[config.mk]
export PLATFORM = sky130hd
export DESIGN_NAME = fan_curve_target_hysteresis_core_flat
export DESIGN_NICKNAME = d
export VERILOG_FILES = /design/src/sv/fcth_pkg.sv /design/src/sv/fcth_in_if.sv /design/src/sv/fcth_out_if.sv /design/src/sv/fan_curve_target_hysteresis_core.sv /design/src/sv/fcth_div.sv /design/src/flat_wrapper.sv
export SDC_FILE = /design/constraint.sdc
export NUM_CORES = 1
export LEC_CHECK = 0
export BUFFER_PORTS_ARGS = -buffer_cell sky130_fd_sc_hd__buf_2
export CAP_MARGIN = 0
export CORE_MARGIN = 2
export CORE_UTILIZATION = 45
export CTS_CLUSTER_SIZE = 24
export DETAILED_ROUTE_END_ITERATION = 8
export PLACE_DENSITY_LB_ADDON = 0.08
export SYNTH_ARGS = -nofsm -noshare
export SYNTH_HDL_FRONTEND = slang
export SYNTH_SLANG_ARGS = --single-unit
[constraint.sdc]
create_clock -name clk_i -period 8.1 [get_ports clk_i]
set_input_delay 1.215 -clock clk_i [delete_from_list [all_inputs] [get_ports clk_i]]
set_output_delay 1.215 -clock clk_i [all_outputs]
set_load 0.01 [all_outputs]
[src/sv/fcth_pkg.sv]
// ----------------------------------------------------------------------------
// fcth_pkg
// Shared types, constants and the built-in curve for the fan curve core.
// ----------------------------------------------------------------------------
package fcth_pkg;

  localparam int MaxAnchors  = 9;
  localparam int AnchorSlots = 9;
  localparam int AnchorLimit = (MaxAnchors < AnchorSlots) ? MaxAnchors : AnchorSlots;

  localparam int TempW    = 8;
  localparam int TgtW     = 8;
  localparam int CntW     = 4;
  localparam int IdxW     = $clog2(AnchorSlots);
  localparam int CfgIdxW  = 3;
  localparam int CfgDataW = 64;
  localparam int WordW    = 64;
  localparam int AnchorW  = 16;
  localparam int ProdW    = TempW + TgtW;
  localparam int DivSteps = ProdW;
  localparam int DivCntW  = $clog2(DivSteps);

  localparam logic [TgtW-1:0] BandReset    = 8'd3;
  localparam logic [TgtW-1:0] FallbackReset = 8'd91;

  typedef logic [TempW-1:0] temp_t;
  typedef logic [TgtW-1:0]  tgt_t;

  // Packing matches the register words: high byte target, low byte temperature.
  typedef struct packed {
    tgt_t  v;
    temp_t t;
  } anchor_t;

  typedef struct packed {
    logic busy;
    logic done;
  } div_stat_t;

  typedef enum logic [CfgIdxW-1:0] {
    CFG_ANCHOR_COUNT = 3'd0,
    CFG_WORD_LOW     = 3'd1,
    CFG_WORD_MID     = 3'd2,
    CFG_WORD_HIGH    = 3'd3,
    CFG_BAND         = 3'd4,
    CFG_FALLBACK     = 3'd5
  } cfg_idx_e;

  typedef enum logic [2:0] {
    ST_IDLE,
    ST_SCAN,
    ST_EVAL,
    ST_DIV_GO,
    ST_DIV_WAIT,
    ST_FINISH
  } state_e;

  function automatic anchor_t builtin_anchor(input logic [IdxW-1:0] idx);
    anchor_t res;
    case (idx)
      4'd0:    res = '{t: 8'd0,   v: 8'd91};
      4'd1:    res = '{t: 8'd40,  v: 8'd91};
      4'd2:    res = '{t: 8'd52,  v: 8'd88};
      4'd3:    res = '{t: 8'd58,  v: 8'd84};
      4'd4:    res = '{t: 8'd64,  v: 8'd75};
      4'd5:    res = '{t: 8'd70,  v: 8'd72};
      4'd6:    res = '{t: 8'd75,  v: 8'd70};
      4'd7:    res = '{t: 8'd85,  v: 8'd68};
      default: res = '{t: 8'd100, v: 8'd68};
    endcase
    return res;
  endfunction

endpackage

[src/sv/fcth_in_if.sv]
// ----------------------------------------------------------------------------
// fcth_in_if
// Sample channel: temperature reading and its valid flag.
// ----------------------------------------------------------------------------
interface fcth_in_if;
  import fcth_pkg::*;

  logic  valid;
  logic  ready;
  temp_t temperature;
  logic  sample_valid;

  modport source (output valid, output temperature, output sample_valid, input ready);
  modport sink   (input valid, input temperature, input sample_valid, output ready);
endinterface

[src/sv/fcth_out_if.sv]
// ----------------------------------------------------------------------------
// fcth_out_if
// Result channel: curve value, recommended target and the hold flag.
// ----------------------------------------------------------------------------
interface fcth_out_if;
  import fcth_pkg::*;

  logic valid;
  logic ready;
  tgt_t curve_target;
  tgt_t recommended_target;
  logic target_held;

  modport source (output valid, output curve_target, output recommended_target,
                  output target_held, input ready);
  modport sink   (input valid, input curve_target, input recommended_target,
                  input target_held, output ready);
endinterface

[src/sv/fan_curve_target_hysteresis_core.sv]
// ----------------------------------------------------------------------------
// fan_curve_target_hysteresis_core
// Piecewise-linear fan curve lookup followed by target hysteresis.
// ----------------------------------------------------------------------------
//  channel     dir   handshake      payload
//  in_chan_i   in    valid/ready    temperature, sample_valid
//  out_chan_o  out   valid/ready    curve_target, recommended_target, target_held
//  cfg         in    cfg_we_i       cfg_idx_i, cfg_data_i
//
// A valid sample scans the anchors one per cycle (nine for the built-in
// curve), then either clamps or interpolates, the interpolation using the
// 16-step serial divider. Reset loads the register reset values and
// forgets the last target. A stalled result waits in the output register;
// the next sample is accepted meanwhile and its result waits for that slot.
// ----------------------------------------------------------------------------
module fan_curve_target_hysteresis_core (
  input  logic                          clk_i,
  input  logic                          rst_ni,
  fcth_in_if.sink                       in_chan_i,
  fcth_out_if.source                    out_chan_o,
  input  logic                          cfg_we_i,
  input  logic [fcth_pkg::CfgIdxW-1:0]  cfg_idx_i,
  input  logic [fcth_pkg::CfgDataW-1:0] cfg_data_i
);
  import fcth_pkg::*;

  // Configuration registers
  logic [CntW-1:0]    anchor_count_q;
  logic [WordW-1:0]   word_low_q;
  logic [WordW-1:0]   word_mid_q;
  logic [AnchorW-1:0] word_high_q;
  tgt_t               band_q;
  tgt_t               fallback_q;

  // Control state
  state_e             state_q, state_d;
  logic [IdxW-1:0]    scan_idx_q, scan_idx_d;
  tgt_t               last_tgt_q, last_tgt_d;
  logic               last_known_q, last_known_d;
  logic               out_valid_q, out_valid_d;

  // Working registers
  temp_t              tc_q, tc_d;
  logic               svalid_q, svalid_d;
  logic               lo_found_q, lo_found_d;
  logic               hi_found_q, hi_found_d;
  anchor_t            lo_q, lo_d;
  anchor_t            hi_q, hi_d;
  anchor_t            max_q, max_d;
  logic [ProdW-1:0]   prod_q, prod_d;
  temp_t              dt_q, dt_d;
  logic               neg_q, neg_d;
  tgt_t               curve_q, curve_d;
  tgt_t               out_curve_q, out_curve_d;
  tgt_t               out_rec_q, out_rec_d;
  logic               out_held_q, out_held_d;

  anchor_t [AnchorSlots-1:0] cust_vec;
  anchor_t                   cur;
  logic                      use_builtin;
  logic [CntW-1:0]           n_use;
  logic [IdxW-1:0]           last_idx;
  logic                      div_start;
  logic [ProdW-1:0]          div_quo;
  div_stat_t                 div_stat;

  assign cust_vec    = {word_high_q, word_mid_q, word_low_q};
  assign use_builtin = (anchor_count_q == '0);
  assign n_use       = use_builtin ? CntW'(AnchorSlots) :
                       (anchor_count_q > CntW'(AnchorLimit)) ? CntW'(AnchorLimit) :
                       anchor_count_q;
  assign last_idx    = IdxW'(n_use - 1'b1);
  assign cur         = use_builtin ? builtin_anchor(scan_idx_q) : cust_vec[scan_idx_q];

  fcth_div u_div (
    .clk_i      (clk_i),
    .rst_ni     (rst_ni),
    .start_i    (div_start),
    .dividend_i (prod_q),
    .divisor_i  (dt_q),
    .quotient_o (div_quo),
    .stat_o     (div_stat)
  );

  always_comb begin
    tgt_t diff_mag;
    tgt_t dv_mag;
    logic held;
    logic out_xfer;

    state_d      = state_q;
    scan_idx_d   = scan_idx_q;
    last_tgt_d   = last_tgt_q;
    last_known_d = last_known_q;
    out_valid_d  = out_valid_q;
    tc_d         = tc_q;
    svalid_d     = svalid_q;
    lo_found_d   = lo_found_q;
    hi_found_d   = hi_found_q;
    lo_d         = lo_q;
    hi_d         = hi_q;
    max_d        = max_q;
    prod_d       = prod_q;
    dt_d         = dt_q;
    neg_d        = neg_q;
    curve_d      = curve_q;
    out_curve_d  = out_curve_q;
    out_rec_d    = out_rec_q;
    out_held_d   = out_held_q;
    div_start    = 1'b0;

    out_xfer = out_valid_q && out_chan_o.ready;
    if (out_xfer) begin
      out_valid_d = 1'b0;
    end

    diff_mag = (curve_q >= last_tgt_q) ? (curve_q - last_tgt_q) : (last_tgt_q - curve_q);
    held     = svalid_q && last_known_q && (diff_mag <= band_q);
    dv_mag   = (hi_q.v >= lo_q.v) ? (hi_q.v - lo_q.v) : (lo_q.v - hi_q.v);

    case (state_q)
      ST_IDLE: begin
        if (in_chan_i.valid) begin
          tc_d       = in_chan_i.temperature;
          svalid_d   = in_chan_i.sample_valid;
          scan_idx_d = '0;
          lo_found_d = 1'b0;
          hi_found_d = 1'b0;
          if (in_chan_i.sample_valid) begin
            state_d = ST_SCAN;
          end else begin
            curve_d = fallback_q;
            state_d = ST_FINISH;
          end
        end
      end
      ST_SCAN: begin
        // Lower anchor: hottest below the sample, later index on a tie.
        // Upper anchor: coolest at or above it, earlier index on a tie.
        if (cur.t < tc_q) begin
          if (!lo_found_q || cur.t >= lo_q.t) begin
            lo_d       = cur;
            lo_found_d = 1'b1;
          end
        end else if (!hi_found_q || cur.t < hi_q.t) begin
          hi_d       = cur;
          hi_found_d = 1'b1;
        end
        if (scan_idx_q == '0 || cur.t >= max_q.t) begin
          max_d = cur;
        end
        if (scan_idx_q == last_idx) begin
          state_d = ST_EVAL;
        end else begin
          scan_idx_d = scan_idx_q + 1'b1;
        end
      end
      ST_EVAL: begin
        if (!lo_found_q) begin
          curve_d = hi_q.v;
          state_d = ST_FINISH;
        end else if (tc_q >= max_q.t) begin
          curve_d = max_q.v;
          state_d = ST_FINISH;
        end else begin
          prod_d  = ProdW'(tc_q - lo_q.t) * ProdW'(dv_mag);
          dt_d    = hi_q.t - lo_q.t;
          neg_d   = hi_q.v < lo_q.v;
          state_d = ST_DIV_GO;
        end
      end
      ST_DIV_GO: begin
        div_start = 1'b1;
        state_d   = ST_DIV_WAIT;
      end
      ST_DIV_WAIT: begin
        if (div_stat.done) begin
          curve_d = neg_q ? (lo_q.v - div_quo[TgtW-1:0]) : (lo_q.v + div_quo[TgtW-1:0]);
          state_d = ST_FINISH;
        end
      end
      ST_FINISH: begin
        if (!out_valid_q || out_chan_o.ready) begin
          out_valid_d  = 1'b1;
          out_curve_d  = curve_q;
          out_rec_d    = held ? last_tgt_q : curve_q;
          out_held_d   = held;
          last_tgt_d   = held ? last_tgt_q : curve_q;
          last_known_d = 1'b1;
          state_d      = ST_IDLE;
        end
      end
      default: begin
        state_d = ST_IDLE;
      end
    endcase
  end

  always_ff @(posedge clk_i or negedge rst_ni) begin
    if (!rst_ni) begin
      state_q        <= ST_IDLE;
      scan_idx_q     <= '0;
      last_tgt_q     <= '0;
      last_known_q   <= 1'b0;
      out_valid_q    <= 1'b0;
      anchor_count_q <= '0;
      word_low_q     <= '0;
      word_mid_q     <= '0;
      word_high_q    <= '0;
      band_q         <= BandReset;
      fallback_q     <= FallbackReset;
    end else begin
      state_q      <= state_d;
      scan_idx_q   <= scan_idx_d;
      last_tgt_q   <= last_tgt_d;
      last_known_q <= last_known_d;
      out_valid_q  <= out_valid_d;
      if (cfg_we_i) begin
        case (cfg_idx_i)
          CFG_ANCHOR_COUNT: anchor_count_q <= cfg_data_i[CntW-1:0];
          CFG_WORD_LOW:     word_low_q     <= cfg_data_i[WordW-1:0];
          CFG_WORD_MID:     word_mid_q     <= cfg_data_i[WordW-1:0];
          CFG_WORD_HIGH:    word_high_q    <= cfg_data_i[AnchorW-1:0];
          CFG_BAND:         band_q         <= cfg_data_i[TgtW-1:0];
          CFG_FALLBACK:     fallback_q     <= cfg_data_i[TgtW-1:0];
          default: begin
          end
        endcase
      end
    end
  end

  always_ff @(posedge clk_i) begin
    tc_q        <= tc_d;
    svalid_q    <= svalid_d;
    lo_found_q  <= lo_found_d;
    hi_found_q  <= hi_found_d;
    lo_q        <= lo_d;
    hi_q        <= hi_d;
    max_q       <= max_d;
    prod_q      <= prod_d;
    dt_q        <= dt_d;
    neg_q       <= neg_d;
    curve_q     <= curve_d;
    out_curve_q <= out_curve_d;
    out_rec_q   <= out_rec_d;
    out_held_q  <= out_held_d;
  end

  assign in_chan_i.ready               = (state_q == ST_IDLE);
  assign out_chan_o.valid              = out_valid_q;
  assign out_chan_o.curve_target       = out_curve_q;
  assign out_chan_o.recommended_target = out_rec_q;
  assign out_chan_o.target_held        = out_held_q;

endmodule

[src/sv/fcth_div.sv]
// ----------------------------------------------------------------------------
// fcth_div
// Restoring serial divider, one quotient bit per cycle.
// ----------------------------------------------------------------------------
module fcth_div (
  input  logic                       clk_i,
  input  logic                       rst_ni,
  input  logic                       start_i,
  input  logic [fcth_pkg::ProdW-1:0] dividend_i,
  input  logic [fcth_pkg::TgtW-1:0]  divisor_i,
  output logic [fcth_pkg::ProdW-1:0] quotient_o,
  output fcth_pkg::div_stat_t        stat_o
);
  import fcth_pkg::*;

  logic               busy_q, busy_d;
  logic               done_q, done_d;
  logic [DivCntW-1:0] cnt_q, cnt_d;
  logic [TgtW-1:0]    rem_q, rem_d;
  logic [TgtW-1:0]    dsr_q, dsr_d;
  logic [ProdW-1:0]   quo_q, quo_d;

  logic [TgtW:0] trial;
  logic [TgtW:0] diff;
  logic          ge;

  always_comb begin
    trial  = {rem_q, quo_q[ProdW-1]};
    diff   = trial - {1'b0, dsr_q};
    ge     = trial >= {1'b0, dsr_q};
    busy_d = busy_q;
    done_d = 1'b0;
    cnt_d  = cnt_q;
    rem_d  = rem_q;
    dsr_d  = dsr_q;
    quo_d  = quo_q;
    if (start_i) begin
      busy_d = 1'b1;
      cnt_d  = '0;
      rem_d  = '0;
      dsr_d  = divisor_i;
      quo_d  = dividend_i;
    end else if (busy_q) begin
      // The partial remainder always stays below the divisor, so it fits.
      rem_d = ge ? diff[TgtW-1:0] : trial[TgtW-1:0];
      quo_d = {quo_q[ProdW-2:0], ge};
      cnt_d = cnt_q + 1'b1;
      if (cnt_q == DivCntW'(DivSteps - 1)) begin
        busy_d = 1'b0;
        done_d = 1'b1;
      end
    end
  end

  always_ff @(posedge clk_i or negedge rst_ni) begin
    if (!rst_ni) begin
      busy_q <= 1'b0;
      done_q <= 1'b0;
      cnt_q  <= '0;
    end else begin
      busy_q <= busy_d;
      done_q <= done_d;
      cnt_q  <= cnt_d;
    end
  end

  always_ff @(posedge clk_i) begin
    rem_q <= rem_d;
    dsr_q <= dsr_d;
    quo_q <= quo_d;
  end

  assign quotient_o  = quo_q;
  assign stat_o.busy = busy_q;
  assign stat_o.done = done_q;

endmodule

[src/flat_wrapper.sv]
// flat-port wrapper written by rule: the top's interface ports become plain ports
module fan_curve_target_hysteresis_core_flat import fcth_pkg::*;
  (clk_i, rst_ni, cfg_we_i, cfg_idx_i, cfg_data_i, in_chan_i_valid, in_chan_i_temperature, in_chan_i_sample_valid, in_chan_i_ready, out_chan_o_valid, out_chan_o_curve_target, out_chan_o_recommended_target, out_chan_o_target_held, out_chan_o_ready);
  fcth_in_if in_chan_i_i ();
  fcth_out_if out_chan_o_i ();
  input  logic clk_i;
  input  logic rst_ni;
  input  logic cfg_we_i;
  input  logic [fcth_pkg::CfgIdxW-1:0] cfg_idx_i;
  input  logic [fcth_pkg::CfgDataW-1:0] cfg_data_i;
  input wire logic [$bits(in_chan_i_i.valid)-1:0] in_chan_i_valid;
  input wire logic [$bits(in_chan_i_i.temperature)-1:0] in_chan_i_temperature;
  input wire logic [$bits(in_chan_i_i.sample_valid)-1:0] in_chan_i_sample_valid;
  output wire logic [$bits(in_chan_i_i.ready)-1:0] in_chan_i_ready;
  output wire logic [$bits(out_chan_o_i.valid)-1:0] out_chan_o_valid;
  output wire logic [$bits(out_chan_o_i.curve_target)-1:0] out_chan_o_curve_target;
  output wire logic [$bits(out_chan_o_i.recommended_target)-1:0] out_chan_o_recommended_target;
  output wire logic [$bits(out_chan_o_i.target_held)-1:0] out_chan_o_target_held;
  input wire logic [$bits(out_chan_o_i.ready)-1:0] out_chan_o_ready;
  assign in_chan_i_i.valid = in_chan_i_valid;
  assign in_chan_i_i.temperature = in_chan_i_temperature;
  assign in_chan_i_i.sample_valid = in_chan_i_sample_valid;
  assign in_chan_i_ready = in_chan_i_i.ready;
  assign out_chan_o_valid = out_chan_o_i.valid;
  assign out_chan_o_curve_target = out_chan_o_i.curve_target;
  assign out_chan_o_recommended_target = out_chan_o_i.recommended_target;
  assign out_chan_o_target_held = out_chan_o_i.target_held;
  assign out_chan_o_i.ready = out_chan_o_ready;
  fan_curve_target_hysteresis_core u_core (.clk_i(clk_i), .rst_ni(rst_ni), .in_chan_i(in_chan_i_i), .out_chan_o(out_chan_o_i), .cfg_we_i(cfg_we_i), .cfg_idx_i(cfg_idx_i), .cfg_data_i(cfg_data_i));
endmodule
After elaboration in Yosys (flattened, before gate mapping) --
Memories as Yosys holds them, arrays and structs flattened. Cells that the tools add are included.
Operators by class: multiplexer cells 49, multiply operators 1, divide/modulo/power cells 0, bitwise gates (word level) 2, shift operators 0, magnitude comparators 12, eq/ne operators 23, add/sub/neg operators 12, reductions and logical operators 34
Operator list (number):
- $mux W16 | 5
- $mux W8 | 10
- $bmux W16 S4 | 1
- $sub A8 B8 Y8 | 7
- $ge A8 B8 Y1 | 5
- $lt A8 B8 Y1 | 3
- $mux W4 | 6
- $pmux W8 S3 | 1
- $mux W3 | 7
- $pmux W3 S6 | 1
- $reduce_and A2 Y1 | 9
- $mul A16 B8 Y16 | 1
- $mux W1 | 15
- $eq A3 B2 Y1 const B | 4
- $eq A3 B3 Y1 const B | 4
- $reduce_and A3 Y1 | 4
- $reduce_and A4 Y1 | 3
- $ne A2 B1 Y1 const B | 5
- $ne A2 B2 Y1 const B | 5
- $ge A9 B8 Y1 | 1
- $sub A8 B8 Y9 | 1
- $add A4 B1 Y4 const B | 2
- $add A8 B8 Y8 | 1
- $le A8 B8 Y1 | 1
- other kinds (18) | 31
Word-level totals: output and inout port bits 19, latch bits 0, logic and storage cells 168, bits in read-only memories 96, input bits 81, bits in writable memories 0, memories kept 1, bits in registers 328
Memories:
- (no name shown) | words 8, bits a word 12, rd ports 1, clocked after Yosys merged registers in 0, wr ports 0, line fcth_pkg.sv:60 | case (idx)

Depth between registers and ports, before layout --
Gate-level depths: netlist (run 1).
word-level depth 8, gate-level depth with buffers 29, depth with buffers taken out 28

By module --
A second synthesis (run 1) with hierarchy kept.
Second synthesis, totals: cell total of the unflattened synthesis 1684, area total of the unflattened synthesis 19920.4 um^2
By module, submodules not included:
- fan_curve_target_hysteresis_core | times used 1, area each 17920.9 um^2, seq. area each 7811.2 um^2, cells each 1507
- fcth_div | times used 1, area each 1999.4 um^2, seq. area each 1031.0 um^2, cells each 177

Worst setup path after synthesis (run 1) --
OpenSTA, ideal clock, no wires.
path type reg-to-reg, from reg u_core.hi_q[8] (netlist name), to reg u_core.prod_q[15] (data pin), library setup time 259 ps, period minus slack after synthesis 6357 ps, stages on the path, launching flop included 25, path slack 1743 ps, data arrival time 6098 ps, data required time 7841 ps, buffers on the path 1, cell sequence edfxtp_1 -> inv_1 -> ha_1 -> inv_1 -> fa_1 -> a21oi_1 -> o221a_1 -> a21o_1 -> buf_6 -> mux2i_1 -> xor2_1 -> nand2b_1 -> fa_1 -> fa_1 -> inv_1 -> fa_1 -> inv_1 -> fa_1 -> inv_1 -> ha_1 -> and3_1 -> a211o_1 -> a21o_2 -> a21oi_1 -> xnor2_1
Between the ends: word-level cells in the longest chain between the ends 3, elaborated cells between the ends (all ways) 5, classes of those cells add/sub (2); mul (1); order compare (1); mux (1)
RTL lines:
- from (decl) | line fan_curve_target_hysteresis_core.sv:48 | anchor_t hi_q, hi_d;
- from (signal assigned) | line fan_curve_target_hysteresis_core.sv:239 | hi_q <= hi_d;
- $sub A8 B8 Y8 or $ge A8 B8 Y1 (tied branches) | line fan_curve_target_hysteresis_core.sv:119 | dv_mag = (hi_q.v >= lo_q.v) ? (hi_q.v - lo_q.v) : (lo_q.v - hi_q.v);
- $mux W8 (*) | line fan_curve_target_hysteresis_core.sv:119
- $mul A16 B8 Y16 (*) | line fan_curve_target_hysteresis_core.sv:166 | prod_d = ProdW'(tc_q - lo_q.t) * ProdW'(dv_mag);
- to (signal assigned) | line fan_curve_target_hysteresis_core.sv:241 | prod_q <= prod_d;
- to (decl) | line fan_curve_target_hysteresis_core.sv:50 | logic [ProdW-1:0] prod_q, prod_d;
Every way passes the cells marked *; elsewhere a longest branch is shown, timed or not. A chain may end at the register's enable or synchronous reset.

Worst setup path after layout (run 1) --
Same ends and word-level chain as after synthesis.

==> metrics.md, run 1 <==
| Metric | Value |
|---|---|
| Cell family with most CP delay | adder cells |
| Die X | between 200 and 250 um |
| Synth area leaders | dfrtp_1 23%, edfxtp_1 20%, mux2_2 9.3% |
| Commonest cells in the netlist | 187 x inv_1, 180 x dfrtp_1, 162 x mux2_2 |
| CTS Buf Count | 39 |
| Slew @ Worst Pin | 1.02 ns |
| First-pass GRT wire length | 70200 um |
| Clock skew | 0.0210 ns |
| #FFs+latches synth | 328 |
| Syn avg cell area | about 12 um^2 |
| Share of Yosys cell area claimed by the top area cell type | 23.0% |
| CP Max Fanout | 9 |
| Finished Layout Cells | 2382 |
| Delay of the slowest critical-path stage | 0.57 ns |
| Final Hold Fails | 0 |
| Starting Density | 45.5% |
| Critical path launch point type | flip-flop |
| Gr ovfl total | 0 |
| DRT Pass-1 Iters | 5 |
| Dpl ws | 0.976 ns |
| YS warnings | 0 |
| TritonCTS clock tree | done |
| Final Util | 51.1% |
| Share of layout cells above drive strength 1 | 23.3% |
| Gpl congestion | 0.820 |
| Fin nets | 2049 |
| Drt total wl | 42800 um |
| Cell with the most instances after synthesis | inv_1 |
| PostCTS Resize Cnt | 0 |
| Ant. Diodes | 0 |
| Sequential fraction of the synthesis area | 45.2% |
| Num rows | 76 |
| Worst EP arrival | 7.42 ns |
| WL/cell | between 15 and 20 um |
| Vert. Die Dim | 212 um |
| Slowest CP cell | fa_1 |
| Clk slew on worst S/H paths | around 0.06 ns |
| Synthesized cell area | 19600 um^2 |
| FMAX | approximately 140 MHz |
| Clk sink count | 328 |
| HP Class | reg -> reg |
| Routed Antenna Nets | 0 |
| H-tree Lvls | 2 |
| Root Buffer | clkbuf_16 |
| Largest net degree at the start of global routing | 108 |
| Final worst slack | 0.975 ns |
| Longest Clk Path Bufs | 3 |
| Reg2Reg Setup Slack | 0.98 ns |
| Biggest area consumer among synthesized cells | dfrtp_1 |
| Unrepaired setup endpoints after global routing | false |
| Fin. max-slew vios | 0 |
| Final min period | 7.12 ns |
| Vias in the first global route | 12900 |
| Inst Count DP | 2310 |
| EDFF count, synth | about 130 |
| Die ar. | 45100 um^2 |
| Initial antenna violation count | 5 |
| Status | completed |
| Most used DFF post-synth | dfrtp_1 |
| Yosys cell types | 73 |
| Hold-fix buffers at CTS | 0 |
| DR iter-0 viols | 682 |
| Fraction of registers with async set or reset after synthesis | 57.0% |
| DRC | 0 |
| Area Overhead vs Synth | 12.3% |
| Period Utilization, post-route | 88.0% |
| Required @ worst endpoint | roughly 8.4 ns |
| Max-cap violation count | 0 |
| Syn Nets | around 2000 |
| Routed via count | 12400 |
| Ports | 100 |
| HPWL after detailed placement | around 32000 um |
| Worst slew margin | 31.9% |
| Gr usage total | 20.0% |
| Clock latency on the worst-skew pair | 0.57 ns |
| Drt via density | 5.23 |
| CP endpoint kind | flip-flop |
| Port buffer count | 99 |
| Post-Syn Instances | 1664 |
| TNS Setup | 0 ns |
| Core Box Area | roughly 43000 um^2 |
| Final setup viols | 0 |
| Crit path kind | reg -> reg |
| Postcts setup bufs | 0 |
| CP cell instances | inv_1 -> ha_1 -> inv_1 -> fa_1 -> a21oi_1 -> o221a_1 -> a21o_1 -> mux2i_1 -> xor2_1 -> nand2b_1 -> fa_1 -> fa_1 -> inv_1 -> fa_1 -> inv_1 -> fa_1 -> inv_1 -> ha_1 -> and3_1 -> a211o_1 -> a21o_2 -> a21oi_1 -> xnor2_1 |
| Critical path buffers and inverters | 5 |
-- state kept, by name, summed over array words and instances (netlist names), 16 cells and up --
| register | count |
|---|---|
| u_core.max_q | 16 |
| u_core.word_low_q | 64 |
| u_core.word_high_q | 16 |
| u_core.u_div.quotient_o | 16 |
| u_core.prod_q | 16 |
| u_core.lo_q | 16 |
| u_core.hi_q | 16 |
| u_core.word_mid_q | 64 |
-- kinds of logic (layout without fill, tap and decap cells) --
| kind of cell | count (synthesis) | count (layout) | synth area share [%] |
|---|---|---|---|
| and+or+nand+nor | 342 | 342 | 8.30 |
| DFF | 328 | 328 | 45.2 |
| buffers and inverters | 246 | 379 | 4.97 |
| xor gates and xnor gates | 65 | 65 | 3.10 |
| AOI/OAI and AO/OA | 239 | 239 | 7.61 |
| muxes | 242 | 242 | 15.4 |
| adders and majority gates | 202 | 202 | 15.4 |
-- path summary, 6_finish.rpt --
| path | from | to | cells past startpoint |
|---|---|---|---|
| min in group asynchronous | rst_ni | u_core.last_tgt_q[6] | 1 |
| hold reg to reg | u_core.dt_q[3] | u_core.u_div.dsr_q[3] | 0 |
| max in group asynchronous | rst_ni | u_core.scan_idx_q[1] | 2 |
| setup reg to reg | u_core.hi_q[8] | u_core.prod_q[15] | 23 |
| hold / removal | u_core.dt_q[3] | u_core.u_div.dsr_q[3] | 0 |
| setup / recovery | u_core.hi_q[8] | u_core.prod_q[15] | 23 |
-- layout make-up --
| class | count | area [um^2] |
|---|---|---|
| Multi-Input combinational cell | 1090 | 9790 |
| Clock inverter | 16 | 125 |
| Sequential cell | 328 | 8840 |
| Clock buffer | 56 | 1110 |
| Inverter | 188 | 719 |
| Tap cell | 585 | 732 |
| Timing Repair Buffer | 119 | 654 |
| Fill cell | 3923 | 21000 |
-- cell usage in the layout (no fill, tap or decap), types with 7 or more instances in the layout --
cell / count
dfxtp_1: 8
dfstp_2: 7
nand2_1: 94
dfrtp_1: 178
nor2_1: 113
edfxtp_1: 133
clkinv_2: 8
nand2b_1: 28
a21oi_1: 74
xor2_1: 19
o221ai_1: 7
a21o_1: 30
fa_1: 65
clkbuf_1: 10
nand3_1: 16
or2_2: 16
nor2b_1: 26
mux2_2: 162
buf_2: 98
xnor2_1: 42
a31oi_1: 7
mux4_2: 30
inv_1: 187
nor3_1: 10
buf_4: 20
clkbuf_8: 8
ha_1: 137
mux2i_1: 49
o21ai_0: 64
clkbuf_16: 39
-- routing by layer --
metal  wire length, um  GRT usage (%)
met1             19800           27.4
met2             20600           33.4
met3              1590           2.72
met4               784           5.43
met5                 7              0
-- worst reg2reg max path, stage by stage, from the launching register on --
cell and delay, ns:
edfxtp_1 0.41, inv_1 0.08, ha_1 0.15, inv_1 0.06
fa_1 0.44, a21oi_1 0.23, o221a_1 0.28, a21o_1 0.41
mux2i_1 0.27, xor2_1 0.55, nand2b_1 0.31, fa_1 0.56
fa_1 0.57, inv_1 0.05, fa_1 0.53, inv_1 0.05
fa_1 0.53, inv_1 0.04, ha_1 0.37, and3_1 0.18
a211o_1 0.32, a21o_2 0.21, a21oi_1 0.17, xnor2_1 0.09
-- per-stage QoR --
| step | hold slack, ns | area (um^2) |
|---|---|---|
| 2_1_floorplan | 0.400 | 19600 |
| 3_3_place_gp | 0.400 | 20700 |
| 3_5_place_dp | 0.405 | 20700 |
| 4_1_cts | 0.418 | 22000 |
| 5_1_grt | 0.424 | 22000 |
| 6_report | 0.416 | 22000 |
Power of run 1 is left out: the tool's default activity adds up to more than one toggle a clock period on the data nets, which glitch-free logic cannot reach.
==> run 2: changes to the inputs <==
==> constraint.sdc (replaced) <==
create_clock -name clk_i -period 8.1 [get_ports clk_i]
set_input_delay 0 -clock clk_i [delete_from_list [all_inputs] [get_ports clk_i]]
set_output_delay 0 -clock clk_i [all_outputs]
set_load 0.01 [all_outputs]
==> run 2 against run 1 <==
Flip-flop and latch count did not move. Hold slack got worse by 0.31 ns. Die area unchanged.
==> metrics.md, run 2 (synthesized netlist as in run 1, its figures left out) <==
| Metric | Value |
|---|---|
| Status | completed |
| Crit path kind | reg -> reg |
| DRT Pass-1 Iters | 4 (-1) |
| Share of layout cells above drive strength 1 | 22.2% (-1.1 points) |
| CP Max Fanout | 9 (unchanged) |
| HP Class | in -> async |
| Reg area | 8840 um^2 (unchanged) |
| Worst r2r path cells | 23 (unchanged) |
| Delay of the slowest critical-path stage | 0.57 ns (about the same) |
| CP endpoint kind | flip-flop |
| Placed Instance Area | 20700 um^2 (unchanged) |
| Cell family with most CP delay | adder cells |
| Critical path buffers and inverters | 5 (unchanged) |
| Ant. Diodes | 0 (unchanged) |
| Drt via density | 5.19 (-0.72%) |
| Root Buffer | clkbuf_16 |
| Reg2Reg Setup Slack | 0.96 ns (-0.02 ns) |
| Max-cap violation count | 0 (unchanged) |
| Clk slew on worst S/H paths | 0.06 ns (about the same) |
| TNS Setup | 0 ns (unchanged) |
| Gpl congestion | 0.820 (unchanged) |
| PostCTS Resize Cnt | 0 (unchanged) |
| Final min period | 7.14 ns (+0.0180 ns) |
| Routed via count | 12800 (+2.9%) |
| Most frequent cells in the layout | 187 x inv_1, 178 x dfrtp_1, 162 x mux2_2, 137 x ha_1, 133 x edfxtp_1 |
| Worst slew margin | 31.7% (-0.18 points) |
| Slowest CP cell | xor2_1 |
| Worst EP arrival | 7.43 ns (about the same) |
| TritonCTS clock tree | done |
| Final setup viols | 0 (unchanged) |
| Ports | 100 (unchanged) |
| Unrepaired setup endpoints after global routing | false |
| Initial antenna violation count | 4 (-1) |
| Critical path launch point type | flip-flop |
| First-pass GRT wire length | 71500 um (+1.8%) |
| Slew @ Worst Pin | 1.02 ns (+0.00746 ns) |
| Layout Cell Area excl Fill | 22800 um^2 (+3.9%) |
| CTS Buf Count | 39 (unchanged) |
| Area Overhead vs Synth | 16.7% |
| Drt total wl | 43400 um (+1.3%) |
| FILL cells | 3867 (-1.4%) |
| Clk sink count | 328 (unchanged) |
| Required @ worst endpoint | 8.39 ns (about the same) |
| DRC | 0 (unchanged) |
| Most common cell after layout, fill and taps aside | inv_1 |
| Period Utilization, post-route | 88.2% (+0.22 points) |
| WL/cell | 17.6 um (-2.2%) |
| Fin nets | 2135 (+4.2%) |
| Routed Antenna Nets | 0 (unchanged) |
| Clock skew | 0.0206 ns (-0.000371 ns) |
| Longest Clk Path Bufs | 3 (unchanged) |
| Postcts setup bufs | 0 (unchanged) |
| FMAX | 140 MHz (-0.25%) |
| Final Hold Fails | 0 (unchanged) |
| Area of the multi-input gates | 9790 um^2 (unchanged) |
| Clock latency on the worst-skew pair | 0.56 ns (about the same) |
| Starting Density | 45.5% (unchanged) |
| Crit. path cell count | 23 (unchanged) |
| Vias in the first global route | 13300 (+3.1%) |
| CP cell instances | inv_1 -> ha_1 -> inv_1 -> fa_1 -> a21oi_1 -> o221a_1 -> a21o_1 -> mux2i_1 -> xor2_1 -> nand2b_1 -> fa_1 -> fa_1 -> inv_1 -> fa_1 -> inv_1 -> fa_1 -> inv_1 -> ha_1 -> and3_1 -> a211o_1 -> a21o_2 -> a21oi_1 -> xnor2_1 |
| Die ar. | 45100 um^2 (unchanged) |
| Die X | 212 um (unchanged) |
| H-tree Lvls | 2 (unchanged) |
| Fin. max-slew vios | 0 (unchanged) |
| HPWL after detailed placement | 31600 um (unchanged) |
| Largest registers | u_core.word_low_q (64), u_core.word_mid_q (64) |
| Vert. Die Dim | 212 um (unchanged) |
| Gr usage total | 20.3% (+0.30 points) |
| Gr ovfl total | 0 (unchanged) |
| Num rows | 76 (unchanged) |
| Port buffer count | 99 (unchanged) |
| DR iter-0 viols | 692 (+1.5%) |
| Largest net degree at the start of global routing | 108 (unchanged) |
| Core Box Area | 43000 um^2 (unchanged) |
[run 2: final cells by class]
cell class                      instances  area share [%]
Multi-Input combinational cell       1090            42.9
Sequential cell                       328            38.7
Timing Repair Buffer                  205            6.64
Clock buffer                           56            4.86
Tap cell                              585            3.21
Inverter                              188            3.15
Clock inverter                         16           0.548
[run 2: worst paths after layout]
check | startpoint | endpoint
min in group clk_i | in_chan_i_temperature[5] | u_core.tc_q[5]
min reg2reg | u_core.dt_q[3] | u_core.u_div.dsr_q[3]
max reg2reg | u_core.hi_q[8] | u_core.prod_q[15]
max in group asynchronous | rst_ni | u_core.scan_idx_q[1]
min | rst_ni | u_core.last_tgt_q[6]
max | u_core.hi_q[8] | u_core.prod_q[15]
[run 2: metrics by stage]
step / setup WS (ns) / utilization, % / hold WS [ns] / cells
6_report: 0.957 / 53.1 / 0.109 / 2468
5_1_grt: 0.441 / 53.1 / 0.144 / 2468
4_1_cts: 0.944 / 53.1 / 0.106 / 2468
3_5_place_dp: 0.976 / 48.3 / 0.178 / 2310
3_3_place_gp: 1.14 / 48.3 / 0.177 / 2310
2_1_floorplan: 1.74 / - / -0.296 / 1664
[run 2: worst reg2reg max path: cells and delay by family, from the launching register on]
kind                       cells  cell delay (ns)
and+or+nand+nor                2             0.49
adders and majority gates      7             3.15
muxes                          1             0.27
AOI/OAI and AO/OA              6             1.61
buffers and inverters          5             0.28
DFF                            1             0.41
xor gates and xnor gates       2             0.66
[run 2: per-layer routing]
layer	track usage (%)	up-vias	part of all wire, %
met5	0	-	0
met3	2.51	63	3.0
met4	5.79	0	2.0
met2	34.0	191	48
li1	-	6169	-
met1	27.6	6380	47
[run 2: timing repair]
item / in CTS / in global routing
hold buffers: 86 / 0
endpoints found under the setup margin: 0 / 0
endpoints found under the hold margin: 275 / 0
Power of run 2 is left out for the same reason.
==> run 3: changes to the inputs <==
--- a/config.mk
+++ b/config.mk
@@ -12,6 +12,7 @@
 export CTS_CLUSTER_SIZE = 24
 export DETAILED_ROUTE_END_ITERATION = 8
 export PLACE_DENSITY_LB_ADDON = 0.08
+export SKIP_LAST_GASP = 1
 export SYNTH_ARGS = -nofsm -noshare
 export SYNTH_HDL_FRONTEND = slang
 export SYNTH_SLANG_ARGS = --single-unit
==> constraint.sdc (replaced) <==
create_clock -name clk_i -period 5.85 [get_ports clk_i]
set_input_delay 0 -clock clk_i [delete_from_list [all_inputs] [get_ports clk_i]]
set_output_delay 0 -clock clk_i [all_outputs]
set_load 0.01 [all_outputs]
==> run 3 against run 2 <==
The run now ends with negative setup slack left. Die area is the same. Maximum frequency grew 16%. Register-to-register slack got worse by 1.2 ns. Sequential share of layout area fell by 2.0 points. Count of clock-buffer cells in the layout up 5. Hold slack got worse by 0.077 ns.
==> metrics.md, run 3 (synthesized netlist as in run 1, its figures left out) <==
| Metric | Value |
|---|---|
| Status | finished with violations |
| Failing checks | negative setup slack |
| Final worst slack | -0.290 ns (-1.25 ns) |
| Num rows | 76 (unchanged) |
| Worst slew margin | 34.9% (+3.2 points) |
| Gr usage total | 20.1% (-0.17 points) |
| CP endpoint kind | flip-flop |
| Most frequent cells in the layout | 184 x inv_1, 178 x dfrtp_1, 162 x mux2_2, 133 x edfxtp_1, 130 x ha_1 |
| Die ar. | 45100 um^2 (unchanged) |
| Routed Antenna Nets | 0 (unchanged) |
| Crit path kind | reg -> reg |
| Clk sink count | 328 (unchanged) |
| Hold_ws | 0.0315 ns (-0.0774 ns) |
| Clock skew | 0.0210 ns (+0.000444 ns) |
| H-tree Lvls | 2 (unchanged) |
| Area Overhead vs Synth | 23.1% |
| Period Utilization, post-route | 105% (+17 points) |
| Final min period | 6.14 ns (-1.00 ns) |
| Ant. Diodes | 0 (unchanged) |
| DR iter-0 viols | 550 (-21%) |
| Port buffer count | 99 (unchanged) |
| Critical path launch point type | flip-flop |
| Slew @ Worst Pin | 0.976 ns (-0.0480 ns) |
| FMAX | 163 MHz (+16%) |
| Gpl congestion | 0.812 (-1.0%) |
| Final setup viols | 4 (+4) |
| TritonCTS clock tree | done |
| Die X | 212 um (unchanged) |
| Initial antenna violation count | 0 (-4) |
| Unrepaired setup endpoints after global routing | true |
| Clk slew on worst S/H paths | 0.06 ns (about the same) |
| Fin. max-slew vios | 0 (unchanged) |
| Share of layout cells above drive strength 1 | 28.5% (+6.3 points) |
| Largest net degree at the start of global routing | 78 (-28%) |
| Clock latency on the worst-skew pair | 0.56 ns (about the same) |
| DRT Pass-1 Iters | 5 (+1) |
| DRC | 0 (unchanged) |
| Finished Layout Cells | 2581 (+4.6%) |
| Worst EP arrival | 6.42 ns (-1.01 ns) |
| Starting Density | 45.5% (unchanged) |
| Ports | 100 (unchanged) |
| CP Max Fanout | 6 (-3) |
| First-pass GRT wire length | 71000 um (-0.64%) |
| Most common cell after layout, fill and taps aside | inv_1 |
| HPWL after detailed placement | 32100 um (+1.7%) |
| WL/cell | 16.7 um (-4.7%) |
| Root Buffer | clkbuf_16 |
| Drt via density | 5.07 (-2.3%) |
| Largest registers | u_core.word_low_q (64), u_core.word_mid_q (64) |
| CTS Buf Count | 39 (unchanged) |
| Fin nets | 2249 (+5.3%) |
| Vias in the first global route | 13700 (+2.8%) |
| Inst Count DP | 2408 (+4.2%) |
| Required @ worst endpoint | 6.13 ns (-2.26 ns) |
| Vert. Die Dim | 212 um (unchanged) |
| Routed via count | 13100 (+2.1%) |
| Max-cap violation count | 0 (unchanged) |
| Final Hold Fails | 0 (unchanged) |
| Core Box Area | 43000 um^2 (unchanged) |
| Drt total wl | 43200 um (-0.38%) |
| Gr ovfl total | 0 (unchanged) |
| Longest Clk Path Bufs | 3 (unchanged) |
| HP Class | in -> async |
## run 3: path summary, 6_finish.rpt
check                                              to  slack (ns)  depth (start not counted)            from
worst max-delay path                u_core.prod_q[15]       -0.29                         26  u_core.hi_q[8]
worst min register to register  u_core.u_div.dsr_q[1]        0.42                          0  u_core.dt_q[1]
min in group clk_i               u_core.word_mid_q[2]        0.09                          4        cfg_we_i
max in group asynchronous       u_core.word_low_q[14]        4.54                          3          rst_ni
worst max register to register      u_core.prod_q[15]       -0.29                         26  u_core.hi_q[8]
worst min-delay path             u_core.last_tgt_q[4]        0.03                          2          rst_ni
## run 3: critical path, stage by stage, from the launching register on
cell	delay [ns]
edfxtp_1	0.38
inv_1	0.07
ha_2	0.17
inv_2	0.04
fa_2	0.34
a21oi_2	0.17
o221a_1	0.22
a21o_1	0.16
buf_12	0.14
mux2i_4	0.23
xor2_2	0.12
buf_4	0.17
or2_2	0.30
fa_1	0.50
inv_1	0.05
fa_1	0.41
fa_1	0.51
inv_1	0.05
fa_1	0.53
inv_1	0.04
ha_1	0.33
a21oi_2	0.14
nand2_1	0.09
a211o_1	0.29
a21o_2	0.20
a21oi_2	0.12
xnor2_1	0.08
## run 3: final cells by class
cell class              count  area [um^2]
multi-input cells        1090        10100
clock buffers              61         1170
well taps                 585          732
inverters                 188          719
fillers                  3791        18900
clock inverters            10          121
flip-flops and latches    328         8840
repair buffers            319         2410
## run 3: timing repair
action / in CTS / in global routing
pin swaps: 28 / 7
hold buffers: 85 / 0
setup endpoints to repair: 4 / 8
buffers inserted: 13 / 4
endpoints found under the hold margin: 251 / 0
resized for setup: 13 / 14
## run 3: per-layer routing
metal | wire (um) | vias to the layer above | global-route usage, %
met1 | 20300 | 6460 | 27.6
met3 | 1380 | 52 | 2.63
met5 | 0 | - | 0
li1 | - | 6379 | -
met2 | 20700 | 184 | 33.6
met4 | 818 | 0 | 5.59
## run 3: metrics by stage
stage          setup TNS [ns]  cell area [um^2]  utilization (%)  setup WS [ns]
2_1_floorplan          -0.293             19800                -         -0.212
3_3_place_gp           -0.580             21700             50.5         -0.253
3_5_place_dp           -0.815             21700             50.5         -0.326
4_1_cts                -0.886             24000             55.8         -0.332
5_1_grt                 -2.45             24100             56.0         -0.585
6_report               -0.755             24100             56.0         -0.290
Power of run 3 is left out for the same reason.
